## config.mk

```make
export PLATFORM = sky130hd
export DESIGN_NAME = epoch_days_ms_to_calendar_core
export DESIGN_NICKNAME = d
export VERILOG_FILES = /design/src/edc_pkg.sv /design/src/edc_dp.sv /design/src/edc_ctrl.sv /design/src/epoch_days_ms_to_calendar_core.sv
export SDC_FILE = /design/constraint.sdc
export NUM_CORES = 2
export LEC_CHECK = 0
export ABC_AREA = 1
export BUFFER_PORTS_ARGS = -buffer_cell sky130_fd_sc_hd__buf_4
export CAP_MARGIN = 0
export CORE_ASPECT_RATIO = 0.75
export CORE_MARGIN = 4
export CORE_UTILIZATION = 50
export DETAILED_ROUTE_END_ITERATION = 6
export HOLD_SLACK_MARGIN = 0.03
export PLACE_DENSITY_LB_ADDON = 0.1
export REMOVE_ABC_BUFFERS = 1
export SYNTH_ARGS = -nofsm -noshare
export SYNTH_HDL_FRONTEND = slang
export SYNTH_SLANG_ARGS = --single-unit
```

## constraint.sdc

```tcl
create_clock -name clk -period 7.15 [get_ports clk]
set_input_delay 0.715 -clock clk [delete_from_list [all_inputs] [get_ports clk]]
set_output_delay 0.715 -clock clk [all_outputs]
set_load 0.02 [all_outputs]
```

## src/edc_pkg.sv

```systemverilog
`default_nettype none
package edc_pkg;

  localparam int unsigned DAY_W   = 16;
  localparam int unsigned MS_W    = 32;
  localparam int unsigned YEAR_W  = 12;
  localparam int unsigned MON_W   = 4;
  localparam int unsigned DOM_W   = 5;
  localparam int unsigned HOUR_W  = 11;
  localparam int unsigned MIN_W   = 6;
  localparam int unsigned SEC_W   = 6;
  localparam int unsigned IN_TDATA_W  = 48;
  localparam int unsigned OUT_TDATA_W = 48;

  localparam logic [YEAR_W-1:0] EPOCH_YEAR  = 12'd1984;
  // Epoch year taken modulo 100 and modulo 400, for the century rules.
  localparam logic [6:0]        EPOCH_Y100  = 7'd84;
  localparam logic [8:0]        EPOCH_Y400  = 9'd384;
  localparam logic [6:0]        Y100_LAST   = 7'd99;
  localparam logic [8:0]        Y400_LAST   = 9'd399;

  localparam logic [DAY_W-1:0]  DAYS_YEAR   = 16'd365;
  localparam logic [DAY_W-1:0]  DAYS_LEAP   = 16'd366;

  localparam logic [MON_W-1:0]  FEB_IDX       = 4'd1;
  localparam logic [MON_W-1:0]  LAST_MON_IDX  = 4'd11;
  localparam logic [MON_W-1:0]  DEC_MONTH     = 4'd12;
  localparam logic [DOM_W-1:0]  DEC_LAST_DAY  = 5'd31;

  localparam logic [MS_W-1:0]   MS_PER_HOUR   = 32'd3600000;
  localparam logic [MS_W-1:0]   MS_PER_MINUTE = 32'd60000;
  localparam logic [MS_W-1:0]   MS_PER_SECOND = 32'd1000;

  // 3600000 = 2^7 * 28125, 60000 = 2^5 * 1875 and 1000 = 2^3 * 125. The low bits are
  // dropped first, then the odd factor is divided by a multiply with a rounded-up
  // reciprocal and a right shift. Each reciprocal is exact over its input range.
  localparam logic [25:0]       RECIP_HOUR  = 26'd39093747;  // ceil(2^40 / 28125)
  localparam logic [17:0]       RECIP_MIN   = 18'd143166;    // ceil(2^28 / 1875)
  localparam logic [13:0]       RECIP_SEC   = 14'd8389;      // ceil(2^20 / 125)
  localparam int unsigned       HOUR_SHIFT  = 40;
  localparam int unsigned       MIN_SHIFT   = 28;
  localparam int unsigned       SEC_SHIFT   = 20;

  // Steps of the time split: quotient, then remainder, for hours and minutes, then seconds.
  localparam logic [2:0] TS_HOURS    = 3'd0;
  localparam logic [2:0] TS_HOUR_REM = 3'd1;
  localparam logic [2:0] TS_MINUTES  = 3'd2;
  localparam logic [2:0] TS_MIN_REM  = 3'd3;
  localparam logic [2:0] TS_SECONDS  = 3'd4;
  localparam logic [2:0] TIME_END    = 3'd5;

  typedef struct packed {
    logic load;
    logic year_step;
    logic month_step;
    logic time_step;
    logic out_load;
  } dp_cmd_t;

  typedef struct packed {
    logic year_more;
    logic month_last;
    logic time_done;
  } dp_sts_t;

  typedef enum logic [3:0] {
    S_IDLE   = 4'b0001,
    S_YEARS  = 4'b0010,
    S_MONTHS = 4'b0100,
    S_FIN    = 4'b1000
  } state_t;

  function automatic logic [DOM_W-1:0] month_len(input logic [MON_W-1:0] idx,
                                                 input logic leap);
    logic [DOM_W-1:0] len;
    case (idx)
      4'd0, 4'd2, 4'd4, 4'd6, 4'd7, 4'd9, 4'd11: len = 5'd31;
      4'd3, 4'd5, 4'd8, 4'd10:                   len = 5'd30;
      FEB_IDX:                                   len = leap ? 5'd29 : 5'd28;
      default:                                   len = 5'd31;
    endcase
    return len;
  endfunction

endpackage
`default_nettype wire

```

## src/edc_dp.sv

```systemverilog
`default_nettype none
module edc_dp (
  input  wire logic                           clk,
  input  wire logic [edc_pkg::DAY_W-1:0]      day_count,
  input  wire logic [edc_pkg::MS_W-1:0]       millis,
  input  wire edc_pkg::dp_cmd_t               cmd,
  output edc_pkg::dp_sts_t                    sts,
  output logic [edc_pkg::OUT_TDATA_W-1:0]     out_data
);
  import edc_pkg::*;

  logic [DAY_W-1:0]  rem_r,  rem_nxt;
  logic [YEAR_W-1:0] year_r, year_nxt;
  logic [6:0]        y100_r, y100_nxt;
  logic [8:0]        y400_r, y400_nxt;
  logic [MON_W-1:0]  mon_r,  mon_nxt;
  logic [MS_W-1:0]   ms_r,   ms_nxt;
  logic [HOUR_W-1:0] hours_r, hours_nxt;
  logic [MIN_W-1:0]  min_r,  min_nxt;
  logic [SEC_W-1:0]  sec_r,  sec_nxt;
  logic [2:0]        tstep_r, tstep_nxt;
  logic [OUT_TDATA_W-1:0] out_r, out_nxt;

  logic             leap;
  logic [DAY_W-1:0] mlen;
  logic [50:0]       hour_prod;
  logic [34:0]       min_prod;
  logic [26:0]       sec_prod;
  logic [HOUR_W-1:0] hour_q;
  logic [MIN_W-1:0]  min_q;
  logic [SEC_W-1:0]  sec_q;
  logic [MS_W-1:0]   hour_back;
  logic [MS_W-1:0]   min_back;
  logic             rem_zero;
  logic [YEAR_W-1:0] res_year;
  logic [MON_W-1:0]  res_mon;
  logic [DOM_W-1:0]  res_day;

  assign leap     = ((year_r[1:0] == 2'd0) && (y100_r != 7'd0)) || (y400_r == 9'd0);
  assign mlen     = {{(DAY_W-DOM_W){1'b0}}, month_len(mon_r, leap)};
  assign rem_zero = (rem_r == '0);

  // Quotients by reciprocal multiplication; the remainder steps clear the upper bits
  // of ms_r before the next quotient is taken.
  assign hour_prod = {26'd0, ms_r[31:7]} * {25'd0, RECIP_HOUR};
  assign min_prod  = {18'd0, ms_r[21:5]} * {17'd0, RECIP_MIN};
  assign sec_prod  = {14'd0, ms_r[15:3]} * {13'd0, RECIP_SEC};
  assign hour_q    = HOUR_W'(hour_prod >> HOUR_SHIFT);
  assign min_q     = MIN_W'(min_prod >> MIN_SHIFT);
  assign sec_q     = SEC_W'(sec_prod >> SEC_SHIFT);
  assign hour_back = {{(MS_W-HOUR_W){1'b0}}, hours_r} * MS_PER_HOUR;
  assign min_back  = {{(MS_W-MIN_W){1'b0}}, min_r} * MS_PER_MINUTE;

  assign sts.year_more  = (rem_r > DAYS_YEAR);
  assign sts.month_last = !((rem_r > mlen) && (mon_r < LAST_MON_IDX));
  assign sts.time_done  = (tstep_r == TIME_END);

  // Day zero of a year means the last day of the year before.
  assign res_year = rem_zero ? (year_r - 12'd1) : year_r;
  assign res_mon  = rem_zero ? DEC_MONTH : (mon_r + 4'd1);
  assign res_day  = rem_zero ? DEC_LAST_DAY : rem_r[DOM_W-1:0];

  always_comb begin
    rem_nxt   = rem_r;
    year_nxt  = year_r;
    y100_nxt  = y100_r;
    y400_nxt  = y400_r;
    mon_nxt   = mon_r;
    ms_nxt    = ms_r;
    hours_nxt = hours_r;
    min_nxt   = min_r;
    sec_nxt   = sec_r;
    tstep_nxt = tstep_r;
    out_nxt   = out_r;
    if (cmd.load) begin
      rem_nxt   = day_count;
      year_nxt  = EPOCH_YEAR;
      y100_nxt  = EPOCH_Y100;
      y400_nxt  = EPOCH_Y400;
      mon_nxt   = '0;
      ms_nxt    = millis;
      tstep_nxt = '0;
    end else begin
      if (cmd.year_step) begin
        rem_nxt  = rem_r - (leap ? DAYS_LEAP : DAYS_YEAR);
        year_nxt = year_r + 12'd1;
        y100_nxt = (y100_r == Y100_LAST) ? 7'd0 : (y100_r + 7'd1);
        y400_nxt = (y400_r == Y400_LAST) ? 9'd0 : (y400_r + 9'd1);
      end
      if (cmd.month_step) begin
        rem_nxt = rem_r - mlen;
        mon_nxt = mon_r + 4'd1;
      end
      if (cmd.time_step) begin
        case (tstep_r)
          TS_HOURS:    hours_nxt = hour_q;
          TS_HOUR_REM: ms_nxt    = ms_r - hour_back;
          TS_MINUTES:  min_nxt   = min_q;
          TS_MIN_REM:  ms_nxt    = ms_r - min_back;
          TS_SECONDS:  sec_nxt   = sec_q;
          default: begin
          end
        endcase
        tstep_nxt = tstep_r + 3'd1;
      end
    end
    if (cmd.out_load) begin
      out_nxt = {4'd0, sec_r, min_r, hours_r, res_day, res_mon, res_year};
    end
  end

  always_ff @(posedge clk) begin
    rem_r   <= rem_nxt;
    year_r  <= year_nxt;
    y100_r  <= y100_nxt;
    y400_r  <= y400_nxt;
    mon_r   <= mon_nxt;
    ms_r    <= ms_nxt;
    hours_r <= hours_nxt;
    min_r   <= min_nxt;
    sec_r   <= sec_nxt;
    tstep_r <= tstep_nxt;
    out_r   <= out_nxt;
  end

  assign out_data = out_r;

endmodule
`default_nettype wire

```

## src/edc_ctrl.sv

```systemverilog
`default_nettype none
module edc_ctrl (
  input  wire logic             clk,
  input  wire logic             rst_n,
  input  wire logic             in_tvalid,
  output logic                  in_tready,
  output logic                  out_tvalid,
  input  wire logic             out_tready,
  input  wire edc_pkg::dp_sts_t sts,
  output edc_pkg::dp_cmd_t      cmd
);
  import edc_pkg::*;

  state_t state_r, state_nxt;
  logic   oval_r, oval_nxt;

  assign in_tready  = (state_r == S_IDLE);
  assign out_tvalid = oval_r;

  always_comb begin
    state_nxt = state_r;
    cmd       = '0;
    case (state_r)
      S_IDLE: begin
        if (in_tvalid) begin
          cmd.load  = 1'b1;
          state_nxt = S_YEARS;
        end
      end
      S_YEARS: begin
        cmd.time_step = !sts.time_done;
        if (sts.year_more) begin
          cmd.year_step = 1'b1;
        end else begin
          state_nxt = S_MONTHS;
        end
      end
      S_MONTHS: begin
        cmd.time_step = !sts.time_done;
        if (!sts.month_last) begin
          cmd.month_step = 1'b1;
        end else if (sts.time_done) begin
          state_nxt = S_FIN;
        end
      end
      S_FIN: begin
        if (!oval_r || out_tready) begin
          cmd.out_load = 1'b1;
          state_nxt    = S_IDLE;
        end
      end
      default: begin
        state_nxt = S_IDLE;
      end
    endcase
  end

  always_comb begin
    oval_nxt = oval_r;
    if (cmd.out_load) begin
      oval_nxt = 1'b1;
    end else if (out_tready) begin
      oval_nxt = 1'b0;
    end
  end

  always_ff @(posedge clk) begin
    if (!rst_n) begin
      state_r <= S_IDLE;
      oval_r  <= 1'b0;
    end else begin
      state_r <= state_nxt;
      oval_r  <= oval_nxt;
    end
  end

endmodule
`default_nettype wire

```

## src/epoch_days_ms_to_calendar_core.sv

```systemverilog
// Converts a day count (1 Jan 1984 is day 1) and a millisecond count into a
// Gregorian date and an hours, minutes, seconds time; leftover milliseconds are dropped.
// The slave channel takes one beat per request and the master channel gives
// exactly one result beat per request, in order. Neither channel carries tlast or tuser.
// Sequence: the request is loaded, the year walk steps over each whole year from 1984
// (up to 179), the month walk steps over each month passed (up to 11), and then the
// result is loaded into the output register once that register is free. The
// millisecond count is split by five multiply and subtract steps that run alongside
// the year and month walk; the month walk is not left before the split is done. The
// year walk takes the longest for late dates.
// One request is worked on at a time; in_tready is high while the engine is idle,
// which begins in the cycle after the result is loaded.
// A finished result sits in the output register until the receiver takes it;
// a new request is accepted meanwhile, and its result waits for the register to free up.
// A synchronous active-low reset drops any request in flight and any result not taken.
`default_nettype none
module epoch_days_ms_to_calendar_core (
  input  wire logic        clk,
  input  wire logic        rst_n,
  input  wire logic        in_tvalid,
  output logic             in_tready,
  // [15:0] day_count, [47:16] millis
  input  wire logic [47:0] in_tdata,
  output logic             out_tvalid,
  input  wire logic        out_tready,
  // [11:0] year, [15:12] month, [20:16] day_of_month, [31:21] hours,
  // [37:32] minutes, [43:38] seconds, [47:44] zero
  output logic [47:0]      out_tdata
);
  import edc_pkg::*;

  dp_cmd_t cmd;
  dp_sts_t sts;

  // Controller sequences the load, the year and month walks, the time split and the output handoff.
  edc_ctrl u_ctrl (
    .clk        (clk),
    .rst_n      (rst_n),
    .in_tvalid  (in_tvalid),
    .in_tready  (in_tready),
    .out_tvalid (out_tvalid),
    .out_tready (out_tready),
    .sts        (sts),
    .cmd        (cmd)
  );

  // Datapath holds the working remainders, the time split and the output register.
  edc_dp u_dp (
    .clk       (clk),
    .day_count (in_tdata[DAY_W-1:0]),
    .millis    (in_tdata[DAY_W+MS_W-1:DAY_W]),
    .cmd       (cmd),
    .sts       (sts),
    .out_data  (out_tdata)
  );

endmodule
`default_nettype wire

```

Word level (Yosys, flattened, before mapping)
Index checks and enable logic that the tools add are counted.

word-level totals
  register bits = 155
  input bits = 52
  output and inout bits = 50
  logic and storage cells = 105

cells by class
  $add $sub $neg = 10
  multiply operators = 5
  order comparisons = 3
  eq/ne operators = 21
  muxes and demuxes = 29
  bitwise gates (word level) = 1
  reductions and logical operators = 22

operators by type and width
  cell                                                                              number
  32-bit 2-to-1 mux                                                                 2
  32-bit case mux with 2 select lines                                               1
  25-bit by 26-bit multiplier with 51-bit output, second input constant             1
  16-bit 2-to-1 mux                                                                 3
  17-bit by 17-bit multiplier with 33-bit output, second input constant             1
  32-bit by 22-bit subtractor with 32-bit output                                    1
  32-bit subtractor                                                                 1
  13-bit by 14-bit multiplier with 26-bit output, second input constant             1
  11-bit by 15-bit multiplier with 25-bit output, second input constant             1
  4-bit 2-to-1 mux                                                                  5
  6-bit by 11-bit multiplier with 17-bit output, second input constant              1
  16-bit by 5-bit greater-than comparator with 1-bit output                         1
  16-bit by 9-bit greater-than comparator with 1-bit output, second input constant  1
  16-bit logical NOT                                                                1
  4-bit case mux with 4 select lines                                                1
  16-bit subtractor                                                                 1
  16-bit by 5-bit subtractor with 16-bit output                                     1
  12-bit by 1-bit adder with 12-bit output, second input constant                   1
  4-bit == test, second input constant                                              3
  1-bit 2-to-1 mux                                                                  12
  12-bit 2-to-1 mux                                                                 1
  12-bit by 1-bit subtractor with 12-bit output, second input constant              1
  5-bit case mux with 2 select lines                                                1
  9-bit by 1-bit adder with 9-bit output, second input constant                     1
  other kinds (32)                                                                  47

Depth between registers and ports, before layout
  depth in word-level cells = 11
  depth in mapped cells = 32
  mapped depth without buffers = 32

Cells and area by module
Synthesis repeated with hierarchy kept, for this count alone.

second synthesis, totals
  cells, all modules = 3979
  area, all modules = 32872.8 um^2

modules (own cells, without submodules)
  module    times used  cells each  area each (um^2)
  edc_dp    1           3924        32533.7
  edc_ctrl  1           55          339.1

Worst setup path before layout
Ideal clock, no wire load.

  path type = register to register
  start = reg u_dp.ms_r[29]
  end = reg u_dp.hours_r[1] (data pin)
  data arrival time = 5.549 ns
  setup slack = 1.342 ns
  cell stages (with the launch flop) = 18
  path buffers = 0
  clock period less this slack = 5.808 ns
  path through = edfxtp_1 -> inv_1 -> fa_1 -> fa_1 -> fa_1 -> inv_1 -> fa_1 -> fa_1 -> fa_1 -> fa_1 -> ha_1 -> a21o_1 -> o21bai_1 -> a21boi_0 -> nor2_1 -> nor2_1 -> nand3_1 -> xor2_1

on the way
  longest elaborated chain between the ends = 1

RTL lines
  what                                            RTL line       RTL
  from (decl)                                     edc_dp.sv:17   logic [MS_W-1:0] ms_r, ms_nxt;
  from (signal assigned)                          edc_dp.sv:118  ms_r <= ms_nxt;
  25-bit by 26-bit multiplier with 51-bit output  edc_dp.sv:45   assign hour_prod = {26'd0, ms_r[31:7]} * {25'd0, RECIP_HOUR};
  net u_dp.hour_prod[41]                          edc_dp.sv:26   logic [50:0] hour_prod;
  to (signal assigned)                            edc_dp.sv:119  hours_r <= hours_nxt;
  to (decl)                                       edc_dp.sv:18   logic [HOUR_W-1:0] hours_r, hours_nxt;

The timed path passes the listed nets, and every way through them passes these cells.
A chain may end at the register's enable or synchronous reset.

Worst setup path in the final report
  start = reg u_dp.hours_r[2]
  end = reg u_dp.ms_r[28] (data pin)

on the way
  longest elaborated chain between the ends = 5

RTL lines
  what                                            RTL line      RTL
  11-bit by 15-bit multiplier with 25-bit output  edc_dp.sv:51  assign hour_back = {{(MS_W-HOUR_W){1'b0}}, hours_r} * MS_PER_HOUR;
  32-bit subtractor                               edc_dp.sv:97  TS_HOUR_REM: ms_nxt = ms_r - hour_back;
  32-bit case mux with 2 select lines             edc_dp.sv:95  case (tstep_r)
  32-bit 2-to-1 mux                               edc_dp.sv:94  if (cmd.time_step) begin
  32-bit 2-to-1 mux                               edc_dp.sv:75  if (cmd.load) begin
  net u_dp.ms_nxt[28]                             edc_dp.sv:17

The timed path passes the listed nets, and every way through them passes these cells. The select of a mux whose other input is x is not followed.

==> results.toml <==
[timing]
hold_violations = 0
timing.setup.tns_ns = 0
fmax_mhz = 155
setup_viol = 0
setup_ws_ns = 0.699
finalMaxSlewViolations = 0
tightest_slew_ns = 1.02
period_needed_ns = 6.45
fin_crit_sh_pct = 90.2
relSlewSlack_pct = 32.0
hold_ws_ns = 0.419
skew_ns = 0.0294
grt_setup_unrepaired = "false"

[global_route]
grt_pass1_vias = 26200
grt_start_max_net_pins = 53
overflow = 0
grt.total_usage_pct = 26.5
antenna_found_initial = 0
grt_pass1_wl_um = 146000

[worst_setup_path]
ff2ff_path_depth = 27
crit_top_cell = "nand2_1"
cp.required_ns = 7.36
end_kind = "flop"
critPathTopFamily = "adder cells"
arrival_ns = 6.66
endpoint = "u_dp.ms_r[28]"
crit_type = "flop to flop"
cpPeakStageDelay_ns = 0.64
start_kind = "flop"
critPathLaunch = "u_dp.hours_r[2]"
critical_path_depth = 27
crit_slowest_cell = "fa_1"
crit_fanout = 6
r2r_slack_ns = 0.70
critical_path_buf_inv_count = 4
reg2reg_from = "u_dp.hours_r[2]"
reg2reg_to = "u_dp.ms_r[28]"

[yosys]
synthCells = 4032
synth-seq-cells = 152
ys.flop_type = "edfxtp_1"
syn_area_per_cell_um2 = 8.25
synth_seq_area_share_pct = 12.5
yosysUniqueCellTypes = 58
synth_top_cell_area_share_pct = 25.0
ys_top_cells_by_area = "fa_1, ha_1, inv_1, edfxtp_1, nand2_1"
synthMuxAreaShare_pct = 0
yosysTopAreaCell = "fa_1"
synth_compound_area_share_pct = 8.32
async_flop_share_pct = 0
synth_fa_ha_area_share_pct = 49.7
synth_xor_area_share_pct = 2.26
syn_area_um2 = 33300
synth_warnings = 0
synth_top_family_by_area = "adder cells"
synth_edf_count = 112
synthSimpleGateAreaFrac_pct = 15.9

[routing]
num_vias = 26300
detail_route.wl_per_cell_um = 18.1
first_pass_iters = 5
drc = 0
drt_first_iter_violations = 1675
ant_nets = 0
wl_um = 91400
via_per_inst = 5.22

[cells_and_area]
multi_input_comb_area_um2 = 25400
fillCellCount = 6236
nets = 5281
area_delta_synth_final_pct = 7.67
layout-drive-gt1-share_pct = 5.15
seq_area_um2 = 4160

[clocking]
clk_latency_ns = 0.47
cts.clk_slew.worst_paths_ns = 0.09
ctsHoldBuffers = 0
htree_num_levels = 4
clock_tree.root_cell = "clkbuf_16"
cts_setup_buffers = 0
cts_buffers = 17
tritoncts = "done"
cts_sinks = 152
cts_resized = 0
clock_path_buffers = 2

[placed_design]
hpwl_um = 78400
place_congestion = 0.974
pre_cts_ws_ns = 0.744
io_buffers = 94

[floorplan]
core_um2 = 65600
dieArea_um2 = 70800
die_w_um = 306
start_util_pct = 50.7
fp-row-count = 81
ios = 102
die_h_um = 231

[job]
max_cap_violations = 0

[hold_path]
hold_class = "flop to flop"
hold_path.startpoint = "u_dp.sec_r[0]"

[run_status]
outcome = "complete, no violations"
## worst min path at each step
stage / endpoint / depth (start not counted)
floorplan: u_dp.out_data[38] / 0
global placement: u_dp.out_data[39] / 0
detailed placement: u_dp.out_data[43] / 0
CTS: u_dp.out_data[40] / 0
global route: u_dp.out_data[38] / 0
finish: u_dp.out_data[38] / 0
## state kept, by name (all words and copies together) (netlist names)
name               count
u_dp.out_data         44
u_dp.hours_r          11
u_ctrl.out_tvalid      1
u_dp.y400_r            9
u_dp.min_r             6
u_dp.ms_r             29
u_dp.tstep_r           3
u_dp.year_r           12
u_dp.sec_r             6
u_dp.mon_r             4
u_dp.y100_r            7
u_ctrl.state_r         4
u_dp.rem_r            16
## routing by layer
| layer | global-route usage, % | vias up | share of wire (%) |
|---|---|---|---|
| met2 | 37.7 | 718 | 40 |
| met5 | 0 | - | 0 |
| met1 | 41.0 | 12400 | 50 |
| met4 | 5.61 | 0 | 2.0 |
| met3 | 5.72 | 89 | 8.0 |
| li1 | - | 13100 | - |
## cell usage in the layout (no fill, tap or decap), drive strengths merged, types with 63 or more instances in the layout
cell type	synthesis	routed
nand3	182	182
o21ai	155	155
fa	416	416
inv	948	956
nor2	233	233
xor2	63	63
nand2	689	689
edfxtp	112	112
ha	655	655
buf	24	141
a21oi	228	228
## worst register-to-register path, cell delays in order (launching register included)
cell and delay (ns):
edfxtp_1 0.57, fa_1 0.65, inv_1 0.06, fa_1 0.47
inv_1 0.05, fa_1 0.47, inv_1 0.06, fa_1 0.52
fa_1 0.54, inv_1 0.04, ha_1 0.35, a21oi_1 0.22
o21ai_0 0.15, a21oi_1 0.15, o21ai_0 0.15, nand2_1 0.09
nand2_1 0.06, xnor2_1 0.14, ha_1 0.38, nand2_1 0.14
nor3_1 0.35, nand3b_1 0.16, nand3_1 0.11, nand2_1 0.05
nand3_1 0.06, nand2_1 0.08, nand2_1 0.06, nand2_1 0.06
## final cells by class
| cell class | count | area share (%) |
|---|---|---|
| Inverter | 948 | 9.93 |
| Antenna cell | 3 | 0.0210 |
| Multi-Input combinational cell | 2898 | 70.8 |
| Clock inverter | 15 | 0.419 |
| Tap cell | 871 | 3.04 |
| Clock buffer | 17 | 1.19 |
| Timing Repair Buffer | 141 | 2.95 |
| Sequential cell | 152 | 11.6 |
## through the flow
step | cells | area [µm²] | utilization [%]
final | 5045 | 35800 | 54.6
after global routing | 5042 | 35800 | 54.6
after CTS | 5042 | 35800 | 54.6
after detailed placement | 5010 | 35200 | 53.8
after global placement | 5010 | 35200 | 53.8
after floorplan | 3998 | 33100 | -
## logic make-up (layout without fill, tap and decap cells)
| family | Yosys count | in the layout |
|---|---|---|
| AOI/OAI and AO/OA | 497 | 497 |
| xor gates and xnor gates | 86 | 86 |
| adders and majority gates | 1071 | 1071 |
| buffers and inverters | 985 | 1121 |
| DFF | 152 | 152 |
| other | 1 | 7 |
| and+or+nand+nor | 1240 | 1240 |
## synth_stat cells (9+ instances only)
| cell | instances |
|---|---|
| o211ai_1 | 13 |
| edfxtp_1 | 112 |
| ha_1 | 655 |
| nand2_1 | 683 |
| nand3b_1 | 9 |
| or2_2 | 10 |
| nand4_1 | 39 |
| inv_1 | 942 |
| xor2_1 | 63 |
| a21o_1 | 23 |
| o21ai_1 | 12 |
| dfxtp_1 | 40 |
| a21oi_1 | 228 |
| nor3_1 | 41 |
| nor2_1 | 229 |
| nor4_1 | 18 |
| nand3_1 | 181 |
| fa_1 | 416 |
| clkbuf_1 | 13 |
| a31oi_1 | 22 |
| o21bai_1 | 19 |
| xnor2_1 | 23 |
| o21ai_0 | 142 |
Power is left out: the tool's default activity adds up to more than one toggle a clock period on the data nets, which glitch-free logic cannot reach.
